### config.mk
export PLATFORM = sky130hd
export DESIGN_NAME = hsv_to_rgb_converter_top
export DESIGN_NICKNAME = d
export VERILOG_FILES = /design/src/rtl/core/hsvc_pkg.sv /design/src/rtl/core/hsvc_sector.sv /design/src/rtl/core/hsvc_level.sv /design/src/rtl/core/hsvc_scale.sv /design/src/rtl/core/hsvc_select.sv /design/src/rtl/core/hsv_to_rgb_converter_top.sv
export SDC_FILE = /design/constraint.sdc
export NUM_CORES = 2
export LEC_CHECK = 0
export BUFFER_PORTS_ARGS = -buffer_cell sky130_fd_sc_hd__buf_2
export CAP_MARGIN = 20
export CORE_ASPECT_RATIO = 1.25
export CORE_MARGIN = 5
export CORE_UTILIZATION = 60
export DETAILED_ROUTE_END_ITERATION = 8
export GPL_ROUTABILITY_DRIVEN = 0
export GPL_TIMING_DRIVEN = 0
export PLACE_DENSITY = 0.8
export SYNTH_ARGS = -nofsm -noshare
export SYNTH_HDL_FRONTEND = slang
export SYNTH_HIERARCHICAL = 1
export SYNTH_SLANG_ARGS = --single-unit
### constraint.sdc
create_clock -name clock -period 6.5 [get_ports clock]
set_clock_uncertainty 0.2 [all_clocks]
set_input_delay 0.325 -clock clock [delete_from_list [all_inputs] [get_ports clock]]
set_output_delay 0.325 -clock clock [all_outputs]
set_load 0.03 [all_outputs]
### src/rtl/core/hsvc_pkg.sv
`default_nettype none

package hsvc_pkg;

   localparam int unsigned HueWidth   = 16;
   localparam int unsigned ChanWidth  = 8;
   localparam int unsigned TermWidth  = 24;

   // Full scale of an 8-bit channel, and that scale times one hue sector.
   localparam logic [ChanWidth-1:0] FullScale = 8'd255;
   localparam logic [TermWidth-1:0] LevelDen  = 24'd16711680;

   // Six sectors of the color wheel.
   localparam logic [2:0] SecRedYellow     = 3'd0;
   localparam logic [2:0] SecYellowGreen   = 3'd1;
   localparam logic [2:0] SecGreenCyan     = 3'd2;
   localparam logic [2:0] SecCyanBlue      = 3'd3;
   localparam logic [2:0] SecBlueMagenta   = 3'd4;
   localparam logic [2:0] SecMagentaRed    = 3'd5;

   typedef struct packed {
      logic [2:0]           sector;
      logic [HueWidth-1:0]  frac;
      logic [ChanWidth-1:0] sat;
      logic [ChanWidth-1:0] val;
      logic [15:0]          pnum;
   } hsvc_s1_type;

   typedef struct packed {
      logic [2:0]           sector;
      logic [ChanWidth-1:0] val;
      logic [ChanWidth-1:0] plev;
      logic [TermWidth-1:0] qterm;
      logic [TermWidth-1:0] tterm;
   } hsvc_s2_type;

   typedef struct packed {
      logic [2:0]           sector;
      logic [ChanWidth-1:0] val;
      logic [ChanWidth-1:0] plev;
      logic [15:0]          qnum;
      logic [15:0]          tnum;
   } hsvc_s3_type;

   // Truncating division by 255 for x up to 255*255: the estimate x*257/65536
   // is exact or one short, and a single remainder check fixes it.
   function automatic logic [ChanWidth-1:0] div255(input logic [15:0] x);
      logic [24:0] prod;
      logic [8:0]  est;
      logic [16:0] back;
      logic [16:0] rem;
      prod = {9'd0, x} + {1'b0, x, 8'd0};
      est  = prod[24:16];
      back = {est, 8'd0} - {8'd0, est};
      rem  = {1'b0, x} - back;
      if (rem >= 17'd255) begin
         div255 = est[7:0] + 8'd1;
      end else begin
         div255 = est[7:0];
      end
   endfunction

endpackage

`default_nettype wire

### src/rtl/core/hsvc_sector.sv
`default_nettype none

module hsvc_sector
   import hsvc_pkg::*;
(
   input  wire logic                 clock,
   input  wire logic                 reset,
   input  wire logic                 in_valid,
   output logic                      in_ready,
   input  wire logic [HueWidth-1:0]  in_hue,
   input  wire logic [ChanWidth-1:0] in_sat,
   input  wire logic [ChanWidth-1:0] in_val,
   output logic                      out_valid,
   input  wire logic                 out_ready,
   output hsvc_s1_type               out_data
);

   logic        valid_ff;
   hsvc_s1_type data_ff;
   hsvc_s1_type data_in;
   logic [18:0] h6;

   // Six times the hue: the top bits are the sector, the rest the position.
   always_comb begin
      h6              = ({3'd0, in_hue} << 2) + ({3'd0, in_hue} << 1);
      data_in.sector  = h6[18:16];
      data_in.frac    = h6[15:0];
      data_in.sat     = in_sat;
      data_in.val     = in_val;
      data_in.pnum    = 16'(in_val) * 16'(FullScale - in_sat);
   end

   assign in_ready  = !valid_ff || out_ready;
   assign out_valid = valid_ff;
   assign out_data  = data_ff;

   always_ff @(posedge clock) begin
      if (reset) begin
         valid_ff <= 1'b0;
      end else if (in_ready) begin
         valid_ff <= in_valid;
      end
      if (in_ready && in_valid) begin
         data_ff <= data_in;
      end
   end

endmodule

`default_nettype wire

### src/rtl/core/hsvc_level.sv
`default_nettype none

module hsvc_level
   import hsvc_pkg::*;
(
   input  wire logic        clock,
   input  wire logic        reset,
   input  wire logic        in_valid,
   output logic             in_ready,
   input  wire hsvc_s1_type in_data,
   output logic             out_valid,
   input  wire logic        out_ready,
   output hsvc_s2_type      out_data
);

   logic        valid_ff;
   hsvc_s2_type data_ff;
   hsvc_s2_type data_in;
   logic [23:0] fs;
   logic [16:0] fc;
   logic [24:0] fcs;
   logic [24:0] tdiff;

   // The subtracted products never exceed the full-scale denominator.
   always_comb begin
      fs              = 24'(in_data.frac) * 24'(in_data.sat);
      fc              = 17'h10000 - {1'b0, in_data.frac};
      fcs             = 25'(fc) * 25'(in_data.sat);
      tdiff           = {1'b0, LevelDen} - fcs;
      data_in.sector  = in_data.sector;
      data_in.val     = in_data.val;
      data_in.plev    = div255(in_data.pnum);
      data_in.qterm   = LevelDen - fs;
      data_in.tterm   = tdiff[23:0];
   end

   assign in_ready  = !valid_ff || out_ready;
   assign out_valid = valid_ff;
   assign out_data  = data_ff;

   always_ff @(posedge clock) begin
      if (reset) begin
         valid_ff <= 1'b0;
      end else if (in_ready) begin
         valid_ff <= in_valid;
      end
      if (in_ready && in_valid) begin
         data_ff <= data_in;
      end
   end

endmodule

`default_nettype wire

### src/rtl/core/hsvc_scale.sv
`default_nettype none

module hsvc_scale
   import hsvc_pkg::*;
(
   input  wire logic        clock,
   input  wire logic        reset,
   input  wire logic        in_valid,
   output logic             in_ready,
   input  wire hsvc_s2_type in_data,
   output logic             out_valid,
   input  wire logic        out_ready,
   output hsvc_s3_type      out_data
);

   logic        valid_ff;
   hsvc_s3_type data_ff;
   hsvc_s3_type data_in;
   logic [31:0] qprod;
   logic [31:0] tprod;

   // Dropping the low 16 bits divides by 65536; the 255 part follows later.
   always_comb begin
      qprod           = 32'(in_data.val) * 32'(in_data.qterm);
      tprod           = 32'(in_data.val) * 32'(in_data.tterm);
      data_in.sector  = in_data.sector;
      data_in.val     = in_data.val;
      data_in.plev    = in_data.plev;
      data_in.qnum    = qprod[31:16];
      data_in.tnum    = tprod[31:16];
   end

   assign in_ready  = !valid_ff || out_ready;
   assign out_valid = valid_ff;
   assign out_data  = data_ff;

   always_ff @(posedge clock) begin
      if (reset) begin
         valid_ff <= 1'b0;
      end else if (in_ready) begin
         valid_ff <= in_valid;
      end
      if (in_ready && in_valid) begin
         data_ff <= data_in;
      end
   end

endmodule

`default_nettype wire

### src/rtl/core/hsvc_select.sv
`default_nettype none

module hsvc_select
   import hsvc_pkg::*;
(
   input  wire logic                 clock,
   input  wire logic                 reset,
   input  wire logic                 in_valid,
   output logic                      in_ready,
   input  wire hsvc_s3_type          in_data,
   output logic                      out_valid,
   input  wire logic                 out_ready,
   output logic [ChanWidth-1:0]      out_red,
   output logic [ChanWidth-1:0]      out_green,
   output logic [ChanWidth-1:0]      out_blue
);

   logic                 valid_ff;
   logic [ChanWidth-1:0] red_ff;
   logic [ChanWidth-1:0] green_ff;
   logic [ChanWidth-1:0] blue_ff;
   logic [ChanWidth-1:0] red_in;
   logic [ChanWidth-1:0] green_in;
   logic [ChanWidth-1:0] blue_in;
   logic [ChanWidth-1:0] qlev;
   logic [ChanWidth-1:0] tlev;

   always_comb begin
      qlev = div255(in_data.qnum);
      tlev = div255(in_data.tnum);
      case (in_data.sector)
         SecRedYellow: begin
            red_in = in_data.val; green_in = tlev; blue_in = in_data.plev;
         end
         SecYellowGreen: begin
            red_in = qlev; green_in = in_data.val; blue_in = in_data.plev;
         end
         SecGreenCyan: begin
            red_in = in_data.plev; green_in = in_data.val; blue_in = tlev;
         end
         SecCyanBlue: begin
            red_in = in_data.plev; green_in = qlev; blue_in = in_data.val;
         end
         SecBlueMagenta: begin
            red_in = tlev; green_in = in_data.plev; blue_in = in_data.val;
         end
         default: begin
            red_in = in_data.val; green_in = in_data.plev; blue_in = qlev;
         end
      endcase
   end

   assign in_ready  = !valid_ff || out_ready;
   assign out_valid = valid_ff;
   assign out_red   = red_ff;
   assign out_green = green_ff;
   assign out_blue  = blue_ff;

   always_ff @(posedge clock) begin
      if (reset) begin
         valid_ff <= 1'b0;
      end else if (in_ready) begin
         valid_ff <= in_valid;
      end
      if (in_ready && in_valid) begin
         red_ff   <= red_in;
         green_ff <= green_in;
         blue_ff  <= blue_in;
      end
   end

endmodule

`default_nettype wire

### src/rtl/core/hsv_to_rgb_converter_top.sv
`default_nettype none

// Channel   Direction  Handshake             Payload
// req       in         req_valid/req_stall   req_hue, req_saturation, req_brightness
// rsp       out        rsp_valid/rsp_stall   rsp_red, rsp_green, rsp_blue
//
// Each item passes four register stages, and while rsp_stall is low one
// item can be accepted every cycle.
// The stages hold the two product steps (hue sector and levels, then value
// scaling) and the final divide-by-255 and channel select.
// Reset clears only the stage valid bits; the pipeline is then empty.
// A stall on the result side backs up stage by stage: empty stages still
// take items, so req_stall rises only once every stage is holding an item.

module hsv_to_rgb_converter_top
   import hsvc_pkg::*;
(
   input  wire logic                 clock,
   input  wire logic                 reset,
   input  wire logic                 req_valid,
   output logic                      req_stall,
   input  wire logic [HueWidth-1:0]  req_hue,
   input  wire logic [ChanWidth-1:0] req_saturation,
   input  wire logic [ChanWidth-1:0] req_brightness,
   output logic                      rsp_valid,
   input  wire logic                 rsp_stall,
   output logic [ChanWidth-1:0]      rsp_red,
   output logic [ChanWidth-1:0]      rsp_green,
   output logic [ChanWidth-1:0]      rsp_blue
);

   logic        s1_ready;
   logic        s1_valid;
   hsvc_s1_type s1_data;
   logic        s2_ready;
   logic        s2_valid;
   hsvc_s2_type s2_data;
   logic        s3_ready;
   logic        s3_valid;
   hsvc_s3_type s3_data;
   logic        s4_ready;

   // Stage one splits six times the hue into sector and position and forms
   // the numerator of the lowest level p.
   hsvc_sector u_sector (
      .clock     (clock),
      .reset     (reset),
      .in_valid  (req_valid),
      .in_ready  (s1_ready),
      .in_hue    (req_hue),
      .in_sat    (req_saturation),
      .in_val    (req_brightness),
      .out_valid (s1_valid),
      .out_ready (s2_ready),
      .out_data  (s1_data)
   );

   // Stage two finishes p and builds the falling and rising terms behind
   // q and t.
   hsvc_level u_level (
      .clock     (clock),
      .reset     (reset),
      .in_valid  (s1_valid),
      .in_ready  (s2_ready),
      .in_data   (s1_data),
      .out_valid (s2_valid),
      .out_ready (s3_ready),
      .out_data  (s2_data)
   );

   // Stage three scales both terms by the value.
   hsvc_scale u_scale (
      .clock     (clock),
      .reset     (reset),
      .in_valid  (s2_valid),
      .in_ready  (s3_ready),
      .in_data   (s2_data),
      .out_valid (s3_valid),
      .out_ready (s4_ready),
      .out_data  (s3_data)
   );

   // Stage four divides q and t down to channel range and routes the levels
   // to red, green and blue by sector. Zero saturation needs no special path:
   // p, q and t all equal the value then.
   hsvc_select u_select (
      .clock     (clock),
      .reset     (reset),
      .in_valid  (s3_valid),
      .in_ready  (s4_ready),
      .in_data   (s3_data),
      .out_valid (rsp_valid),
      .out_ready (!rsp_stall),
      .out_red   (rsp_red),
      .out_green (rsp_green),
      .out_blue  (rsp_blue)
   );

   assign req_stall = !s1_ready;

endmodule

`default_nettype wire
==> reports/results.ini <==
[worst_setup_path]
startpoint_type=flop
r2r-end=u_level/out_data[23]
path_class=flop to flop
setup.worst_path.end_class=flop
regToRegSetupSlack_ns=0.03
rr_startpoint=u_sector/out_data[37]
arrival_ns=6.49
ff2ff_path_depth=25
startpoint=u_sector/out_data[37]
cp_max_fo=8
required_ns=6.52

[timing]
drv_slew=0
rsz0062_at_grt=yes
timing.final.ws_setup_ns=0.02784
setup_viol=0
relSlewSlack=0.2918
fin_setup_tns_ns=0
hold_viol=0
fmaxAchievable_ghz=0.1545
min_period_ns=6.472
period_share=0.9957
worst_pin_slew_ns=1.062

[detailed_routing]
wl_um=86120
drtIter0Drc=2228
drc_errors=0
ant_nets=0
detail_route.vias_per_cell=5.852
via_count=27210
firstDrtPassIters=6
wl_per_cell_um=18.52

[clock_network]
clockBufferDepth=2
h-tree-depth=4
cts_tree=done
clk_pin_slew_ns=0.08
clock_sinks=195
clkLatencyLatePin_ns=0.48
cts_inserted_buffers=17
cts.root.buffer_cell=clkbuf_16

[logic_synthesis]
ys.flop_type=edfxtp_1
netlist_area_um2=34710
avgSynthCellArea_um2=9.243
async_reset_ff_frac=0
synth_cell_types=97
synth-edff-count=191
syn_nets=4653
yosysWarnings=6
syn_inst=3755
yosysSeqAreaShare=0.1676
synth_seq_cells=195

[floorplanning]
die_w_um=225.1
dieArea_um2=62790
io-pin-count=62
coreArea_um2=57260
rows=98
initial_core_util=0.6061
dieHeight_um=278.9

[global_routing]
grt_max_degree=45
grt_pass1_vias=28150
grt_pass1_wl_um=139300
track_usage=0.2726
antenna_found_initial=1
gr-total-overflow=0

[place]
place_inst=4569
dp_slack_ns=-0.5682
place_hpwl_um=68150
io_buffer_count=61
place_area_um2=36010

[hold_path]
hold_path_end=u_sector/out_data[19]
holdPathStages=1
hold_class=primary input to flop
worstHoldStart=req_brightness[3]

[outcome]
status=finished clean

[final_layout]
num-nets-final=4784
final_cell_area_um2=37680
stdcell_count=4650
final_cell_mix=668 x inv_1, 475 x fa_1, 431 x and2_1, 379 x ha_1, 318 x nand2_1
syn2layout_area_growth_pct=8.573
layout-drive-gt1-share=0.06643
final_common_cell=inv_1

[job]
drv_cap=0

==> layout make-up <==
class / instances / area [um2]
multi-input combinational: 2773 / 26460
antenna: 1 / 2.502
fill: 4340 / 19580
clock inverter: 15 / 225.2
sequential: 195 / 5816
buffer: 107 / 446.7
tap: 750 / 938.4
timing repair buffer: 122 / 853.3
inverter: 670 / 2515
clock buffer: 17 / 425.4
==> through the flow <==
step | utilization | hold WS (ns)
finish | 0.6581 | 0.02632
detailed placement | 0.6289 | 0.2045
CTS | 0.6485 | 0.0002754
global placement | 0.6278 | 0.2013
floorplan | - | 0.1941
global route | 0.6581 | 0.008283
==> critical path, stage by stage (launching register included) <==
cell and delay, ns:
edfxtp_1 0.49, nor4_4 0.32, nand2b_1 0.16, nor2_4 0.20
nand2_4 0.13, nor3_4 0.23, xnor2_4 0.20, buf_4 0.17
nand2_1 0.06, ha_1 0.34, inv_1 0.06, fa_1 0.54
inv_1 0.06, fa_1 0.48, inv_1 0.06, fa_1 0.52
inv_1 0.04, ha_1 0.34, o221a_4 0.16, o2111ai_4 0.22
a31oi_4 0.13, a211o_1 0.30, o41a_1 0.34, a21o_1 0.18
a21oi_2 0.16, xnor2_1 0.10
==> logic make-up (layout without fill, tap and decap cells) <==
| kind of cell | after synthesis | in the layout | synth area share |
|---|---|---|---|
| muxes | 15 | 15 | 0.004398 |
| other | 1 | 2 | 0.0001080 |
| and+or+nand+nor | 1209 | 1209 | 0.1858 |
| DFF | 195 | 195 | 0.1676 |
| adders and majority gates | 862 | 862 | 0.4135 |
| xor gates and xnor gates | 165 | 165 | 0.04164 |
| AOI/OAI and AO/OA | 521 | 521 | 0.1015 |
| buffers and inverters | 787 | 931 | 0.08548 |
==> Yosys cell counts (8+ instances only) <==
library cell	number	share of area
inv_1	670	0.072
fa_1	475	0.27
and2_1	435	0.078
ha_1	387	0.14
nand2_1	323	0.035
edfxtp_1	191	0.17
a21oi_1	148	0.021
nor2_1	123	0.013
xnor2_1	118	0.030
clkbuf_1	109	0.012
o21ai_0	73	0.011
nor2b_1	64	0.012
a21o_1	52	0.011
nor3_1	52	0.0075
xor2_1	47	0.012
nand3_1	43	0.0062
nand2b_1	40	0.0072
and3_1	32	0.0058
nand4_1	30	0.0054
o21a_1	28	0.0061
a211oi_1	23	0.0050
o21ai_1	21	0.0030
a31oi_1	20	0.0036
o211ai_1	20	0.0043
or3_1	14	0.0025
mux2i_1	13	0.0037
o21bai_1	12	0.0026
a211o_1	11	0.0028
nor4_1	11	0.0020
o31ai_1	11	0.0024
a2111oi_0	8	0.0020
a221oi_1	8	0.0020
==> registers in the layout, summed over array words and instances, names as in the netlist <==
name and cells:
u_select/out_red 8, u_scale/out_data 51, u_sector/out_data 50, u_sector/out_valid 1
u_level/out_valid 1, u_select/out_green 8, u_level/out_data 66, u_scale/out_valid 1
u_select/out_blue 8, u_select/out_valid 1
==> per-layer routing <==
| layer | GRT usage | wire, um | vias to the layer above |
|---|---|---|---|
| met2 | 0.4782 | 42760 | 1183 |
| met1 | 0.3307 | 32440 | 13220 |
| met5 | 0 | 0 | - |
| met3 | 0.03985 | 5917 | 338 |
| li1 | - | - | 12470 |
| met4 | 0.1284 | 5010 | 0 |
==> timing repair <==
action	in CTS	in global routing
endpoints found under the hold margin	22	0
buffers inserted	6	31
pin swaps	2	20
gates resized for setup	42	78
setup endpoints to repair	9	44
hold buffers	21	0
==> worst max-delay path by stage <==
| stage | to | slack [ns] | depth (start not counted) |
|---|---|---|---|
| floorplan | u_level/out_data[22] | 0.31 | 23 |
| global placement | u_level/out_data[22] | -0.47 | 25 |
| detailed placement | u_level/out_data[22] | -0.57 | 25 |
| CTS | u_level/out_data[23] | 0.008 | 23 |
| global route | u_level/out_data[23] | -0.17 | 23 |
| finish | u_level/out_data[23] | 0.03 | 25 |
Power is left out: the tool's default activity adds up to more than one toggle a clock period on the data nets, which glitch-free logic cannot reach.
